File: config.mk
export PLATFORM = sky130hd
export DESIGN_NAME = bankers_safety_and_request_top_flat
export DESIGN_NICKNAME = d
export VERILOG_FILES = /design/src/design/bsr_pkg.sv /design/src/design/bsr_req_if.sv /design/src/design/bsr_res_if.sv /design/src/design/bsr_cfg_if.sv /design/src/design/bsr_ram.sv /design/src/design/bsr_table.sv /design/src/design/bsr_unit.sv /design/src/design/bankers_safety_and_request_top.sv /design/src/flat_wrapper.sv
export VERILOG_INCLUDE_DIRS = /design/src /design/src/design
export SDC_FILE = /design/constraint.sdc
export NUM_CORES = 1
export LEC_CHECK = 0
export BUFFER_PORTS_ARGS = -buffer_cell sky130_fd_sc_hd__buf_4
export CAP_MARGIN = 5
export CORE_MARGIN = 5
export CORE_UTILIZATION = 38
export DETAILED_ROUTE_END_ITERATION = 8
export SYNTH_ARGS = -nofsm -noshare
export SYNTH_HDL_FRONTEND = slang
export SYNTH_SLANG_ARGS = --single-unit
File: constraint.sdc
create_clock -name i_clk -period 7.8 [get_ports i_clk]
set_input_delay 1.95 -clock i_clk [delete_from_list [all_inputs] [get_ports i_clk]]
set_output_delay 1.95 -clock i_clk [all_outputs]
set_load 0.01 [all_outputs]
File: src/design/bankers_safety_and_request_top_assert.svh
// Assertion macros for the banker's safety and request block.
// Used by bankers_safety_and_request_top; expects i_clk and i_rst_n in scope.
`ifndef BANKERS_SAFETY_AND_REQUEST_TOP_ASSERT_SVH
`define BANKERS_SAFETY_AND_REQUEST_TOP_ASSERT_SVH
`ifndef SYNTH
`define BSR_ASSERT(lbl, prop, msg) \
    lbl: assert property (@(posedge i_clk) disable iff (!i_rst_n) prop) else $error(msg);
`define BSR_ASSERT_RST(lbl, prop, msg) \
    lbl: assert property (@(posedge i_clk) prop) else $error(msg);
`else
`define BSR_ASSERT(lbl, prop, msg)
`define BSR_ASSERT_RST(lbl, prop, msg)
`endif
`endif

File: src/design/bsr_pkg.sv
// Shared types and constants for the banker's safety and request block.
// No dependencies; imported by the interfaces and by every module except bsr_ram.
package bsr_pkg;

    localparam int UNIT_W     = 8;
    localparam int OP_W       = 3;
    localparam int PROC_W     = 3;
    localparam int RES_W      = 2;
    localparam int STATUS_W   = 3;
    localparam int SEQ_W      = 3;
    localparam int CFG_IDX_W  = 1;
    localparam int CFG_DATA_W = 4;
    localparam int NUM_PROC_W = 4;
    localparam int NUM_RES_W  = 3;
    localparam int REQ_FIELDS = 4;

    typedef enum logic [OP_W-1:0] {
        OP_LOAD_ALLOC = 3'd0,
        OP_LOAD_CLAIM = 3'd1,
        OP_LOAD_AVAIL = 3'd2,
        OP_CHECK      = 3'd3,
        OP_REQUEST    = 3'd4
    } t_op;

    typedef enum logic [STATUS_W-1:0] {
        ST_SAFE    = 3'd0,
        ST_EXCEEDS = 3'd1,
        ST_WAIT    = 3'd2,
        ST_NOTHING = 3'd3,
        ST_UNSAFE  = 3'd4
    } t_status;

    typedef enum logic [CFG_IDX_W-1:0] {
        CFG_NUM_PROCESSES = 1'b0,
        CFG_NUM_RESOURCES = 1'b1
    } t_cfg_reg;

    typedef struct packed {
        logic need_gt_work;
        logic req_gt_need;
        logic req_gt_avail;
        logic avail_gt_req;
    } t_unit_flags;

endpackage

File: src/design/bsr_req_if.sv
// Input request channel: valid/ready handshake with operation payload.
// Depends on bsr_pkg.
interface bsr_req_if import bsr_pkg::*; ();
    logic              valid;
    logic              ready;
    logic [OP_W-1:0]   operation;
    logic [PROC_W-1:0] process;
    logic [RES_W-1:0]  resource;
    logic [UNIT_W-1:0] value;
    logic [UNIT_W-1:0] request_0;
    logic [UNIT_W-1:0] request_1;
    logic [UNIT_W-1:0] request_2;
    logic [UNIT_W-1:0] request_3;

    modport source (
        output valid, operation, process, resource, value,
               request_0, request_1, request_2, request_3,
        input  ready
    );
    modport sink (
        input  valid, operation, process, resource, value,
               request_0, request_1, request_2, request_3,
        output ready
    );
endinterface

File: src/design/bsr_res_if.sv
// Result channel: valid/ready handshake with status, order entry and last flag.
// Depends on bsr_pkg.
interface bsr_res_if import bsr_pkg::*; ();
    logic                valid;
    logic                ready;
    logic [STATUS_W-1:0] status;
    logic [SEQ_W-1:0]    sequence_process;
    logic                last;

    modport source (output valid, status, sequence_process, last, input ready);
    modport sink   (input valid, status, sequence_process, last, output ready);
endinterface

File: src/design/bsr_cfg_if.sv
// Configuration write channel: valid/ready handshake, register index and data.
// Depends on bsr_pkg.
interface bsr_cfg_if import bsr_pkg::*; ();
    logic                  valid;
    logic                  ready;
    logic [CFG_IDX_W-1:0]  index;
    logic [CFG_DATA_W-1:0] data;

    modport source (output valid, index, data, input ready);
    modport sink   (input valid, index, data, output ready);
endinterface

File: src/design/bsr_ram.sv
// Generic single-write, single-read RAM with registered read data.
// No dependencies.
module bsr_ram #(
    parameter int WIDTH = 8,
    parameter int DEPTH = 32
) (
    input  logic                     i_clk,
    input  logic                     i_we,
    input  logic [$clog2(DEPTH)-1:0] i_waddr,
    input  logic [WIDTH-1:0]         i_wdata,
    input  logic [$clog2(DEPTH)-1:0] i_raddr,
    output logic [WIDTH-1:0]         o_rdata
);
    logic [WIDTH-1:0] r_mem [DEPTH];
    logic [WIDTH-1:0] r_rdata;

    always_ff @(posedge i_clk) begin
        if (i_we) begin
            r_mem[i_waddr] <= i_wdata;
        end
        r_rdata <= r_mem[i_raddr];
    end

    assign o_rdata = r_rdata;
endmodule

File: src/design/bsr_table.sv
// Per-entry table store: generic RAM plus valid bits so unwritten entries read zero.
// Depends on bsr_pkg and bsr_ram.
module bsr_table
    import bsr_pkg::*;
#(
    parameter int DEPTH = 32
) (
    input  logic                     i_clk,
    input  logic                     i_rst_n,
    input  logic                     i_we,
    input  logic [$clog2(DEPTH)-1:0] i_waddr,
    input  logic [UNIT_W-1:0]        i_wdata,
    input  logic [$clog2(DEPTH)-1:0] i_raddr,
    output logic [UNIT_W-1:0]        o_rdata
);
    logic [DEPTH-1:0]  r_valid;
    logic              r_rd_valid;
    logic [UNIT_W-1:0] ram_q;

    bsr_ram #(
        .WIDTH (UNIT_W),
        .DEPTH (DEPTH)
    ) u_ram (
        .i_clk   (i_clk),
        .i_we    (i_we),
        .i_waddr (i_waddr),
        .i_wdata (i_wdata),
        .i_raddr (i_raddr),
        .o_rdata (ram_q)
    );

    always_ff @(posedge i_clk) begin
        if (!i_rst_n) begin
            r_valid    <= '0;
            r_rd_valid <= 1'b0;
        end else begin
            if (i_we) begin
                r_valid[i_waddr] <= 1'b1;
            end
            r_rd_valid <= r_valid[i_raddr];
        end
    end

    assign o_rdata = r_rd_valid ? ram_q : '0;
endmodule

File: src/design/bsr_unit.sv
// Shared compare/add unit: need versus work, request screening tests, work sum.
// Depends on bsr_pkg.
module bsr_unit
    import bsr_pkg::*;
#(
    parameter int WORK_W = 12
) (
    input  logic [UNIT_W-1:0] i_claim,
    input  logic [UNIT_W-1:0] i_alloc,
    input  logic [WORK_W-1:0] i_work,
    input  logic [UNIT_W-1:0] i_req,
    input  logic [UNIT_W-1:0] i_avail,
    output logic [WORK_W-1:0] o_sum,
    output t_unit_flags       o_flags
);
    logic signed [UNIT_W:0]   need;
    logic signed [WORK_W:0]   need_x;

    always_comb begin
        need   = $signed({1'b0, i_claim}) - $signed({1'b0, i_alloc});
        need_x = (WORK_W + 1)'(need);
        o_flags.need_gt_work = need_x > $signed({1'b0, i_work});
        o_flags.req_gt_need  = $signed({1'b0, i_req}) > need;
        o_flags.req_gt_avail = i_req > i_avail;
        o_flags.avail_gt_req = i_avail > i_req;
        o_sum = i_work + WORK_W'(i_alloc);
    end
endmodule

File: src/design/bankers_safety_and_request_top.sv
// Banker's algorithm block: tables, sequencer and result register.
// Depends on bsr_pkg, the channel interfaces, bsr_table, bsr_unit and the assert header.
//
// Usage:
//   i_cfg : register writes (processes in use, resource types in use), always ready.
//   i_req : one request per operation; ready only while the sequencer is idle.
//   o_res : result requests; a check or granted request returns the safe order,
//           one process per request, last set on the final one; any other outcome
//           returns one request with its status and last set. Loads return nothing.
// Timing:
//   Loads are written when accepted in the idle state. The safety scan reads one
//   (process, type) element per cycle through the shared unit and enters a drain
//   state after each pass, with passes <= np + 1. A request first screens each type
//   (read, then evaluate), then applies it and, if unsafe, rolls it back per type.
//   Results then leave at one per cycle while the receiver takes them.
// Reset: tables, available vector and output valid clear; processes 8, types 4.
// Stall: the result register holds while o_res.ready is low; the sequencer waits.
`include "bankers_safety_and_request_top_assert.svh"
module bankers_safety_and_request_top
    import bsr_pkg::*;
#(
    parameter int PROCESSES = 8,
    parameter int RESOURCES = 4
) (
    input  logic      i_clk,
    input  logic      i_rst_n,
    bsr_cfg_if.sink   i_cfg,
    bsr_req_if.sink   i_req,
    bsr_res_if.source o_res
);
    localparam int MAX_ACTIVE = (PROCESSES < 8) ? PROCESSES : 8;
    localparam int DEPTH      = PROCESSES * RESOURCES;
    localparam int ADDR_W     = $clog2(DEPTH);
    localparam int OW         = $clog2(MAX_ACTIVE);
    localparam int NPW        = $clog2(MAX_ACTIVE + 1);
    localparam int RW         = (RESOURCES > 1) ? $clog2(RESOURCES) : 1;
    localparam int NRW        = $clog2(RESOURCES + 1);
    localparam int WW         = UNIT_W + $clog2(MAX_ACTIVE + 1);

    typedef enum logic [9:0] {
        S_IDLE       = 10'b0000000001,
        S_SCR_RD     = 10'b0000000010,
        S_SCR_EV     = 10'b0000000100,
        S_APPLY      = 10'b0000001000,
        S_SCAN_INIT  = 10'b0000010000,
        S_SCAN       = 10'b0000100000,
        S_DRAIN      = 10'b0001000000,
        S_ROLLBACK   = 10'b0010000000,
        S_EMIT_ORDER = 10'b0100000000,
        S_EMIT_ONE   = 10'b1000000000
    } t_state;

    function automatic logic [ADDR_W-1:0] addr_of(input logic [ADDR_W-1:0] p,
                                                  input logic [ADDR_W-1:0] r);
        return p * ADDR_W'(RESOURCES) + r;
    endfunction

    // control registers
    t_state                r_state, n_state;
    logic [NUM_PROC_W-1:0] r_num_proc;
    logic [NUM_RES_W-1:0]  r_num_res;
    logic [UNIT_W-1:0]     r_avail [RESOURCES];
    logic [UNIT_W-1:0]     n_avail [RESOURCES];
    logic [MAX_ACTIVE-1:0] r_done, n_done;
    logic [NPW-1:0]        r_count, n_count;
    logic                  r_progress, n_progress;
    logic                  r_ev, n_ev;
    logic                  r_out_valid, n_out_valid;
    logic [OW-1:0]         r_i, n_i;
    logic [RW-1:0]         r_j, n_j;
    logic [OW-1:0]         r_k, n_k;

    // payload registers
    logic [OP_W-1:0]       r_op;
    logic [PROC_W-1:0]     r_proc;
    logic [UNIT_W-1:0]     r_req   [RESOURCES];
    logic [UNIT_W-1:0]     in_req  [RESOURCES];
    logic [UNIT_W-1:0]     r_saved [RESOURCES];
    logic [UNIT_W-1:0]     n_saved [RESOURCES];
    logic [WW-1:0]         r_work  [RESOURCES];
    logic [WW-1:0]         n_work  [RESOURCES];
    logic [WW-1:0]         r_temp  [RESOURCES];
    logic [WW-1:0]         n_temp  [RESOURCES];
    logic [SEQ_W-1:0]      r_order [MAX_ACTIVE];
    logic [SEQ_W-1:0]      n_order [MAX_ACTIVE];
    logic [OW-1:0]         r_ev_i, n_ev_i;
    logic [RW-1:0]         r_ev_j, n_ev_j;
    logic                  r_fits, n_fits;
    logic                  r_keeps, n_keeps;
    t_status               r_status, n_status;
    t_status               r_out_status, n_out_status;
    logic [SEQ_W-1:0]      r_out_seq, n_out_seq;
    logic                  r_out_last, n_out_last;

    // datapath signals
    logic                  in_acc;
    logic                  out_free;
    logic [NPW-1:0]        np_eff;
    logic [NRW-1:0]        nr_eff;
    logic                  j_last, i_last, k_last;
    logic                  ev_fits, ev_last, commit;
    logic [NPW-1:0]        cnt_next;
    logic                  prog_next;
    logic [UNIT_W-1:0]     claim_q, alloc_q;
    logic [UNIT_W-1:0]     u_alloc;
    logic [WW-1:0]         u_work;
    logic [WW-1:0]         u_sum;
    t_unit_flags           u_flags;
    logic                  alloc_we, claim_we;
    logic [ADDR_W-1:0]     alloc_waddr, claim_waddr, rd_addr;
    logic [UNIT_W-1:0]     alloc_wdata;
    logic                  load_ok;

    assign in_acc        = i_req.valid & i_req.ready;
    assign out_free      = !r_out_valid || o_res.ready;
    assign i_req.ready   = (r_state == S_IDLE);
    assign i_cfg.ready   = 1'b1;
    assign o_res.valid   = r_out_valid;
    assign o_res.status  = r_out_status;
    assign o_res.sequence_process = r_out_seq;
    assign o_res.last    = r_out_last;

    always_comb begin
        if (r_num_proc == '0) begin
            np_eff = NPW'(1);
        end else if (int'(r_num_proc) > MAX_ACTIVE) begin
            np_eff = NPW'(MAX_ACTIVE);
        end else begin
            np_eff = NPW'(r_num_proc);
        end
        if (r_num_res == '0) begin
            nr_eff = NRW'(1);
        end else if (int'(r_num_res) > RESOURCES) begin
            nr_eff = NRW'(RESOURCES);
        end else begin
            nr_eff = NRW'(r_num_res);
        end
    end

    always_comb begin
        for (int k = 0; k < RESOURCES; k++) begin
            unique case (k)
                0:       in_req[k] = i_req.request_0;
                1:       in_req[k] = i_req.request_1;
                2:       in_req[k] = i_req.request_2;
                3:       in_req[k] = i_req.request_3;
                default: in_req[k] = '0;
            endcase
        end
    end

    assign j_last = (NRW'(r_j) + NRW'(1)) == nr_eff;
    assign i_last = (NPW'(r_i) + NPW'(1)) == np_eff;
    assign k_last = (NPW'(r_k) + NPW'(1)) == np_eff;

    // shared unit operand select
    assign u_work  = (r_state == S_APPLY) ? WW'(r_req[r_j]) : r_work[r_ev_j];
    assign u_alloc = (r_state == S_APPLY) ? r_saved[r_j] : alloc_q;

    bsr_unit #(
        .WORK_W (WW)
    ) u_unit (
        .i_claim (claim_q),
        .i_alloc (u_alloc),
        .i_work  (u_work),
        .i_req   (r_req[r_j]),
        .i_avail (r_avail[r_j]),
        .o_sum   (u_sum),
        .o_flags (u_flags)
    );

    assign ev_fits   = ((r_ev_j == '0) ? 1'b1 : r_fits) & !u_flags.need_gt_work;
    assign ev_last   = (NRW'(r_ev_j) + NRW'(1)) == nr_eff;
    assign commit    = r_ev & ev_last & ev_fits & !r_done[r_ev_i];
    assign cnt_next  = r_count + NPW'(commit);
    assign prog_next = r_progress | commit;

    // table ports
    always_comb begin
        load_ok     = (int'(i_req.process) < PROCESSES) && (int'(i_req.resource) < RESOURCES);
        claim_we    = in_acc && (i_req.operation == OP_LOAD_CLAIM) && load_ok;
        claim_waddr = addr_of(ADDR_W'(i_req.process), ADDR_W'(i_req.resource));
        alloc_we    = 1'b0;
        alloc_waddr = claim_waddr;
        alloc_wdata = i_req.value;
        if (in_acc && (i_req.operation == OP_LOAD_ALLOC) && load_ok) begin
            alloc_we = 1'b1;
        end else if (r_state == S_APPLY) begin
            alloc_we    = 1'b1;
            alloc_waddr = addr_of(ADDR_W'(r_proc), ADDR_W'(r_j));
            alloc_wdata = u_sum[UNIT_W-1:0];
        end else if (r_state == S_ROLLBACK) begin
            alloc_we    = 1'b1;
            alloc_waddr = addr_of(ADDR_W'(r_proc), ADDR_W'(r_j));
            alloc_wdata = r_saved[r_j];
        end
        if (r_state == S_SCR_RD) begin
            rd_addr = addr_of(ADDR_W'(r_proc), ADDR_W'(r_j));
        end else begin
            rd_addr = addr_of(ADDR_W'(r_i), ADDR_W'(r_j));
        end
    end

    bsr_table #(
        .DEPTH (DEPTH)
    ) u_alloc_tab (
        .i_clk   (i_clk),
        .i_rst_n (i_rst_n),
        .i_we    (alloc_we),
        .i_waddr (alloc_waddr),
        .i_wdata (alloc_wdata),
        .i_raddr (rd_addr),
        .o_rdata (alloc_q)
    );

    bsr_table #(
        .DEPTH (DEPTH)
    ) u_claim_tab (
        .i_clk   (i_clk),
        .i_rst_n (i_rst_n),
        .i_we    (claim_we),
        .i_waddr (claim_waddr),
        .i_wdata (i_req.value),
        .i_raddr (rd_addr),
        .o_rdata (claim_q)
    );

    // sequencer
    always_comb begin
        n_state      = r_state;
        n_avail      = r_avail;
        n_done       = r_done;
        n_count      = r_count;
        n_progress   = r_progress;
        n_ev         = (r_state == S_SCAN);
        n_i          = r_i;
        n_j          = r_j;
        n_k          = r_k;
        n_saved      = r_saved;
        n_work       = r_work;
        n_temp       = r_temp;
        n_order      = r_order;
        n_ev_i       = r_i;
        n_ev_j       = r_j;
        n_fits       = r_fits;
        n_keeps      = r_keeps;
        n_status     = r_status;
        n_out_valid  = r_out_valid && !o_res.ready;
        n_out_status = r_out_status;
        n_out_seq    = r_out_seq;
        n_out_last   = r_out_last;

        if (r_ev) begin
            n_temp[r_ev_j] = u_sum;
            n_fits         = ev_fits;
            if (commit) begin
                for (int k = 0; k < RESOURCES; k++) begin
                    n_work[k] = (RW'(k) == r_ev_j) ? u_sum : r_temp[k];
                end
                n_done[r_ev_i]               = 1'b1;
                n_order[r_count[OW-1:0]]     = SEQ_W'(r_ev_i);
                n_count                      = cnt_next;
                n_progress                   = 1'b1;
            end
        end

        unique case (r_state)
            S_IDLE: begin
                if (in_acc) begin
                    case (t_op'(i_req.operation))
                        OP_LOAD_AVAIL: begin
                            for (int k = 0; k < RESOURCES; k++) begin
                                if (k == int'(i_req.resource)) begin
                                    n_avail[k] = i_req.value;
                                end
                            end
                        end
                        OP_CHECK: begin
                            n_state = S_SCAN_INIT;
                        end
                        OP_REQUEST: begin
                            if (int'(i_req.process) >= int'(np_eff)) begin
                                n_status = ST_EXCEEDS;
                                n_state  = S_EMIT_ONE;
                            end else begin
                                n_j     = '0;
                                n_keeps = 1'b0;
                                n_state = S_SCR_RD;
                            end
                        end
                        default: begin
                        end
                    endcase
                end
            end
            S_SCR_RD: begin
                n_state = S_SCR_EV;
            end
            S_SCR_EV: begin
                n_saved[r_j] = alloc_q;
                if (u_flags.req_gt_need) begin
                    n_status = ST_EXCEEDS;
                    n_state  = S_EMIT_ONE;
                end else if (u_flags.req_gt_avail) begin
                    n_status = ST_WAIT;
                    n_state  = S_EMIT_ONE;
                end else begin
                    n_keeps = r_keeps | u_flags.avail_gt_req;
                    if (j_last) begin
                        n_j = '0;
                        if (!n_keeps) begin
                            n_status = ST_NOTHING;
                            n_state  = S_EMIT_ONE;
                        end else begin
                            n_state = S_APPLY;
                        end
                    end else begin
                        n_j     = r_j + RW'(1);
                        n_state = S_SCR_RD;
                    end
                end
            end
            S_APPLY: begin
                if (j_last) begin
                    for (int k = 0; k < RESOURCES; k++) begin
                        if (k < int'(nr_eff)) begin
                            n_avail[k] = r_avail[k] - r_req[k];
                        end
                    end
                    n_state = S_SCAN_INIT;
                end else begin
                    n_j = r_j + RW'(1);
                end
            end
            S_SCAN_INIT: begin
                for (int k = 0; k < RESOURCES; k++) begin
                    n_work[k] = WW'(r_avail[k]);
                end
                n_done     = '0;
                n_count    = '0;
                n_progress = 1'b0;
                n_i        = '0;
                n_j        = '0;
                n_state    = S_SCAN;
            end
            S_SCAN: begin
                if (j_last) begin
                    n_j = '0;
                    if (i_last) begin
                        n_i     = '0;
                        n_state = S_DRAIN;
                    end else begin
                        n_i = r_i + OW'(1);
                    end
                end else begin
                    n_j = r_j + RW'(1);
                end
            end
            S_DRAIN: begin
                if (cnt_next == np_eff) begin
                    n_k     = '0;
                    n_state = S_EMIT_ORDER;
                end else if (prog_next) begin
                    n_i        = '0;
                    n_j        = '0;
                    n_progress = 1'b0;
                    n_state    = S_SCAN;
                end else if (r_op == OP_REQUEST) begin
                    n_j     = '0;
                    n_state = S_ROLLBACK;
                end else begin
                    n_status = ST_UNSAFE;
                    n_state  = S_EMIT_ONE;
                end
            end
            S_ROLLBACK: begin
                if (j_last) begin
                    for (int k = 0; k < RESOURCES; k++) begin
                        if (k < int'(nr_eff)) begin
                            n_avail[k] = r_avail[k] + r_req[k];
                        end
                    end
                    n_status = ST_UNSAFE;
                    n_state  = S_EMIT_ONE;
                end else begin
                    n_j = r_j + RW'(1);
                end
            end
            S_EMIT_ORDER: begin
                if (out_free) begin
                    n_out_valid  = 1'b1;
                    n_out_status = ST_SAFE;
                    n_out_seq    = r_order[r_k];
                    n_out_last   = k_last;
                    if (k_last) begin
                        n_state = S_IDLE;
                    end else begin
                        n_k = r_k + OW'(1);
                    end
                end
            end
            S_EMIT_ONE: begin
                if (out_free) begin
                    n_out_valid  = 1'b1;
                    n_out_status = r_status;
                    n_out_seq    = '0;
                    n_out_last   = 1'b1;
                    n_state      = S_IDLE;
                end
            end
            default: begin
                n_state = S_IDLE;
            end
        endcase
    end

    always_ff @(posedge i_clk) begin
        if (!i_rst_n) begin
            r_state     <= S_IDLE;
            r_num_proc  <= NUM_PROC_W'(8);
            r_num_res   <= NUM_RES_W'(4);
            r_avail     <= '{default: '0};
            r_done      <= '0;
            r_count     <= '0;
            r_progress  <= 1'b0;
            r_ev        <= 1'b0;
            r_out_valid <= 1'b0;
            r_i         <= '0;
            r_j         <= '0;
            r_k         <= '0;
        end else begin
            r_state     <= n_state;
            r_avail     <= n_avail;
            r_done      <= n_done;
            r_count     <= n_count;
            r_progress  <= n_progress;
            r_ev        <= n_ev;
            r_out_valid <= n_out_valid;
            r_i         <= n_i;
            r_j         <= n_j;
            r_k         <= n_k;
            if (i_cfg.valid) begin
                unique case (t_cfg_reg'(i_cfg.index))
                    CFG_NUM_PROCESSES: r_num_proc <= i_cfg.data;
                    CFG_NUM_RESOURCES: r_num_res  <= i_cfg.data[NUM_RES_W-1:0];
                endcase
            end
        end
    end

    always_ff @(posedge i_clk) begin
        if (in_acc) begin
            r_op   <= i_req.operation;
            r_proc <= i_req.process;
            r_req  <= in_req;
        end
        r_saved      <= n_saved;
        r_work       <= n_work;
        r_temp       <= n_temp;
        r_order      <= n_order;
        r_ev_i       <= n_ev_i;
        r_ev_j       <= n_ev_j;
        r_fits       <= n_fits;
        r_keeps      <= n_keeps;
        r_status     <= n_status;
        r_out_status <= n_out_status;
        r_out_seq    <= n_out_seq;
        r_out_last   <= n_out_last;
    end

    `BSR_ASSERT_RST(a_reset_idle, !i_rst_n |=> (r_state == S_IDLE && !r_out_valid), "reset did not idle the sequencer")
    `BSR_ASSERT(a_done_count, (r_state == S_SCAN || r_state == S_DRAIN) |-> ($countones(r_done) == r_count), "finished set and order count disagree")
    `BSR_ASSERT(a_order_full, (r_state == S_EMIT_ORDER) |-> (r_count == np_eff), "safe order emitted before it is complete")
    `BSR_ASSERT(a_ev_from_scan, r_ev |-> $past(r_state == S_SCAN), "scan evaluation without a table read")
    `BSR_ASSERT(a_rollback_req, (r_state == S_ROLLBACK) |-> (r_op == OP_REQUEST), "rollback outside a request")

endmodule
File: src/flat_wrapper.sv
// flat-port wrapper written by rule: the top's interface ports become plain ports
module bankers_safety_and_request_top_flat import bsr_pkg::*;
#(
    parameter int PROCESSES = 8,
    parameter int RESOURCES = 4
)
  (i_clk, i_rst_n, i_cfg_valid, i_cfg_index, i_cfg_data, i_cfg_ready, i_req_valid, i_req_operation, i_req_process, i_req_resource, i_req_value, i_req_request_0, i_req_request_1, i_req_request_2, i_req_request_3, i_req_ready, o_res_valid, o_res_status, o_res_sequence_process, o_res_last, o_res_ready);
  bsr_cfg_if i_cfg_i ();
  bsr_req_if i_req_i ();
  bsr_res_if o_res_i ();
  input  logic i_clk;
  input  logic i_rst_n;
  input wire logic [$bits(i_cfg_i.valid)-1:0] i_cfg_valid;
  input wire logic [$bits(i_cfg_i.index)-1:0] i_cfg_index;
  input wire logic [$bits(i_cfg_i.data)-1:0] i_cfg_data;
  output wire logic [$bits(i_cfg_i.ready)-1:0] i_cfg_ready;
  input wire logic [$bits(i_req_i.valid)-1:0] i_req_valid;
  input wire logic [$bits(i_req_i.operation)-1:0] i_req_operation;
  input wire logic [$bits(i_req_i.process)-1:0] i_req_process;
  input wire logic [$bits(i_req_i.resource)-1:0] i_req_resource;
  input wire logic [$bits(i_req_i.value)-1:0] i_req_value;
  input wire logic [$bits(i_req_i.request_0)-1:0] i_req_request_0;
  input wire logic [$bits(i_req_i.request_1)-1:0] i_req_request_1;
  input wire logic [$bits(i_req_i.request_2)-1:0] i_req_request_2;
  input wire logic [$bits(i_req_i.request_3)-1:0] i_req_request_3;
  output wire logic [$bits(i_req_i.ready)-1:0] i_req_ready;
  output wire logic [$bits(o_res_i.valid)-1:0] o_res_valid;
  output wire logic [$bits(o_res_i.status)-1:0] o_res_status;
  output wire logic [$bits(o_res_i.sequence_process)-1:0] o_res_sequence_process;
  output wire logic [$bits(o_res_i.last)-1:0] o_res_last;
  input wire logic [$bits(o_res_i.ready)-1:0] o_res_ready;
  assign i_cfg_i.valid = i_cfg_valid;
  assign i_cfg_i.index = i_cfg_index;
  assign i_cfg_i.data = i_cfg_data;
  assign i_cfg_ready = i_cfg_i.ready;
  assign i_req_i.valid = i_req_valid;
  assign i_req_i.operation = i_req_operation;
  assign i_req_i.process = i_req_process;
  assign i_req_i.resource = i_req_resource;
  assign i_req_i.value = i_req_value;
  assign i_req_i.request_0 = i_req_request_0;
  assign i_req_i.request_1 = i_req_request_1;
  assign i_req_i.request_2 = i_req_request_2;
  assign i_req_i.request_3 = i_req_request_3;
  assign i_req_ready = i_req_i.ready;
  assign o_res_valid = o_res_i.valid;
  assign o_res_status = o_res_i.status;
  assign o_res_sequence_process = o_res_i.sequence_process;
  assign o_res_last = o_res_i.last;
  assign o_res_i.ready = o_res_ready;
  bankers_safety_and_request_top #(.PROCESSES(PROCESSES), .RESOURCES(RESOURCES)) u_core (.i_clk(i_clk), .i_rst_n(i_rst_n), .i_cfg(i_cfg_i), .i_req(i_req_i), .o_res(o_res_i));
endmodule
==> impl_metrics.json <==
{
  "synth-seq-area-share_pct": 63.9,
  "h-tree-depth": 3,
  "ys_types": 85,
  "start_util_pct": 38.3,
  "track_usage_pct": 17.9,
  "syn_inst": 2458,
  "clk_latency_ns": 0.67,
  "p_leak_nw": 14.3,
  "die_y_um": 327,
  "slowest_delay_ns": 0.63,
  "core_um2": 100000,
  "critPathCaptureType": "register",
  "hold_violations": 0,
  "post_drt_wl_per_cell_um": 24.9,
  "worstSetupPathType": "reg2reg",
  "fmax_ghz": 0.138,
  "synth_top_area_share_pct": 54.8,
  "synth_top_family_by_area": "multiplexers",
  "drt_first_iter_violations": 1956,
  "antenna_left": 0,
  "crit_path_frequent_cell": "a21oi_1",
  "finalWirelength_mm": 97.2,
  "slew_viol_final": 0,
  "grt_max_degree": 145,
  "cts_resized": 0,
  "io_pins": 68,
  "relSlewSlack_pct": 27.5,
  "power_density_nw_per_um2": 261,
  "synthMuxAreaShare_pct": 15.5,
  "place.gp.congestion": 0.874,
  "netlist_top_cells_count": "698 x edfxtp_1, 223 x mux4_2, 175 x dfxtp_1",
  "synth-main-ff-cell": "edfxtp_1",
  "fin_setup_tns_ns": 0,
  "tritoncts": "yes",
  "post-route-drc-count": 0,
  "tightest_slew_ns": 1.09,
  "worst-path-buf-inv": 2,
  "fin_crit_ns": 7.22,
  "fp.dieW_um": 327,
  "path_clk_slew_ns": 0.06,
  "synth-simple-area-share_pct": 6.43,
  "placedCellCount": 3726,
  "place_ws_ns": 0.653,
  "vias": 21745,
  "yosys.area_share.adder_pct": 3.21,
  "antenna_found_initial": 2,
  "synth_edf_count": 698,
  "synth_area_um2": 38300,
  "synth.top_cells.by_area": "edfxtp_1 55%, mux4_2 13%, dfxtp_1 9.2%",
  "cap_viol_max_count": 0,
  "grt_pass1_vias": 22217,
  "final_nets": 2671,
  "cts-root-buf": "clkbuf_16",
  "synth_xor_area_share_pct": 1.90,
  "cts_buffer_depth": 3,
  "crit_family": "compound AO/OA/AOI/OAI gates",
  "arrival_ns": 7.73,
  "synth_nets": 2608,
  "syn_area_per_cell_um2": 15.6,
  "fin_cells": 3898,
  "synth-async-reset-ratio_pct": 0,
  "drive_above_1_share_pct": 20.0,
  "finalClockSkew_ns": 0.0432,
  "status": "completed",
  "via_per_inst": 5.58,
  "synth_compound_area_share_pct": 6.95,
  "layout_setup_ws_ns": 0.576,
  "num_rows": 116,
  "peakVddDrop_mv": 0.183,
  "gr-total-overflow": 0,
  "fin_crit_sh_pct": 92.6,
  "holdCritPathClass": "reg2reg",
  "area_growth_pct": 12.8,
  "cts_hold_buf": 0,
  "cp-start-kind": "register",
  "cp.required_ns": 8.30,
  "port_buffers": 66,
  "cts_setup_buffers": 0,
  "dieArea_um2": 107000,
  "dpl.hpwl_mm": 65.7,
  "slowest_stage": "or4_1",
  "yosysWarnings": 0,
  "critPathMaxFanout": 17,
  "ys_ff_latch": 873,
  "firstDrtPassIters": 6,
  "setup_viol": 0,
  "synth_most_common_cell": "edfxtp_1",
  "yosysTopAreaCell": "edfxtp_1",
  "grt_pass1_wl_mm": 146,
  "rsz0062_at_grt": "no",
  "cts_buffers": 91,
  "clock_sinks": 873
}
==> sequential cells by signal, summed over array words and instances, names as in the netlist, 4 cells and up <==
name	count
u_core.r_count	4
u_core.u_alloc_tab.r_valid	32
u_core.r_order	24
u_core.r_state	10
u_core.r_done	8
u_core.u_claim_tab.u_ram.r_mem	256
u_core.r_avail	32
u_core.r_num_proc	4
u_core.u_claim_tab.r_valid	32
u_core.u_alloc_tab.u_ram.o_rdata	8
u_core.u_alloc_tab.u_ram.r_mem	256
u_core.r_temp	48
u_core.r_req	32
u_core.r_work	48
u_core.u_claim_tab.u_ram.o_rdata	8
u_core.r_saved	32
==> per-layer routing <==
metal  wire length [um]  part of all wire, %  up-vias  track usage [%]
met4               2490                  2.6        2             4.67
met1              41200                   42    11230             24.2
li1                   -                    -     9717                -
met3               5010                  5.2      144             2.74
met5                 20                0.021        -                0
met2              48500                   50      652             30.5
==> final timing paths <==
check | from | end | slack (ns) | depth (start not counted)
hold reg to reg | u_core.u_claim_tab.r_valid[10] | u_core.u_claim_tab.r_valid[10] | 0.46 | 1
hold / removal | u_core.u_claim_tab.r_valid[10] | u_core.u_claim_tab.r_valid[10] | 0.46 | 1
setup / recovery | u_core.r_state[5] | u_core.n_ev_j[1] | 0.58 | 32
setup reg to reg | u_core.r_state[5] | u_core.n_ev_j[1] | 0.58 | 32
==> per-stage QoR <==
stage	util (%)	instance area, um2	hold slack [ns]	total power [mW]
floorplan	-	38300	0.369	6.46
global placement	40.1	40100	0.441	6.93
detailed placement	40.1	40100	0.453	6.98
CTS	43.2	43200	0.467	11.3
global route	43.2	43200	0.479	11.7
finish	43.2	43200	0.460	11.3
==> cell usage in the layout (no fill, tap or decap), types with 6 or more instances in the layout <==
| cell | n |
|---|---|
| o21bai_1 | 12 |
| edfxtp_1 | 698 |
| or3_1 | 10 |
| o21a_1 | 72 |
| nand2_1 | 136 |
| nand2b_1 | 17 |
| clkbuf_1 | 19 |
| xor2_1 | 24 |
| bufinv_16 | 9 |
| xnor2_1 | 57 |
| nor2_1 | 164 |
| nand3_1 | 34 |
| ha_1 | 86 |
| mux4_2 | 223 |
| and3_1 | 9 |
| nor2b_1 | 16 |
| a21o_1 | 16 |
| mux2i_1 | 65 |
| o31ai_1 | 27 |
| inv_1 | 62 |
| clkbuf_8 | 7 |
| buf_4 | 97 |
| nor3_1 | 17 |
| a21oi_1 | 96 |
| mux2_2 | 18 |
| and2_1 | 31 |
| clkbuf_16 | 91 |
| a211oi_1 | 17 |
| nand3b_1 | 11 |
| clkinv_1 | 7 |
| nor4b_1 | 11 |
| nand4_1 | 11 |
| fa_1 | 6 |
| o21ai_0 | 84 |
| a31oi_1 | 31 |
| clkinv_2 | 27 |
| dfxtp_1 | 173 |
==> area by class of cell <==
type                            instances  area [um2]
Fill cell                            8694       56800
Timing Repair Buffer                   98         748
Multi-Input combinational cell       1392       13100
Antenna cell                            1        2.50
Clock inverter                         54         584
Tap cell                             1298        1620
Clock buffer                          117        2440
Sequential cell                       873       24500
Inverter                               65         245
==> report_power, final <==
part / total (mW) / leakage [nW] / internal (mW) / switching, mW
sequential: 5.43 / 7.60 / 5.21 / 0.216
clock: 4.37 / 1.49 / 2.53 / 1.84
combinational: 1.46 / 5.18 / 0.571 / 0.893
total: 11.3 / 14.3 / 8.31 / 2.95
==> cells by family after synthesis <==
kind of cell	after synthesis
muxes	310
DFF	873
other	1
AOI/OAI and AO/OA	403
xor gates and xnor gates	82
adders and majority gates	95
buffers and inverters	193
and+or+nand+nor	501
No activity file was read; power rests on OpenSTA's default activity.
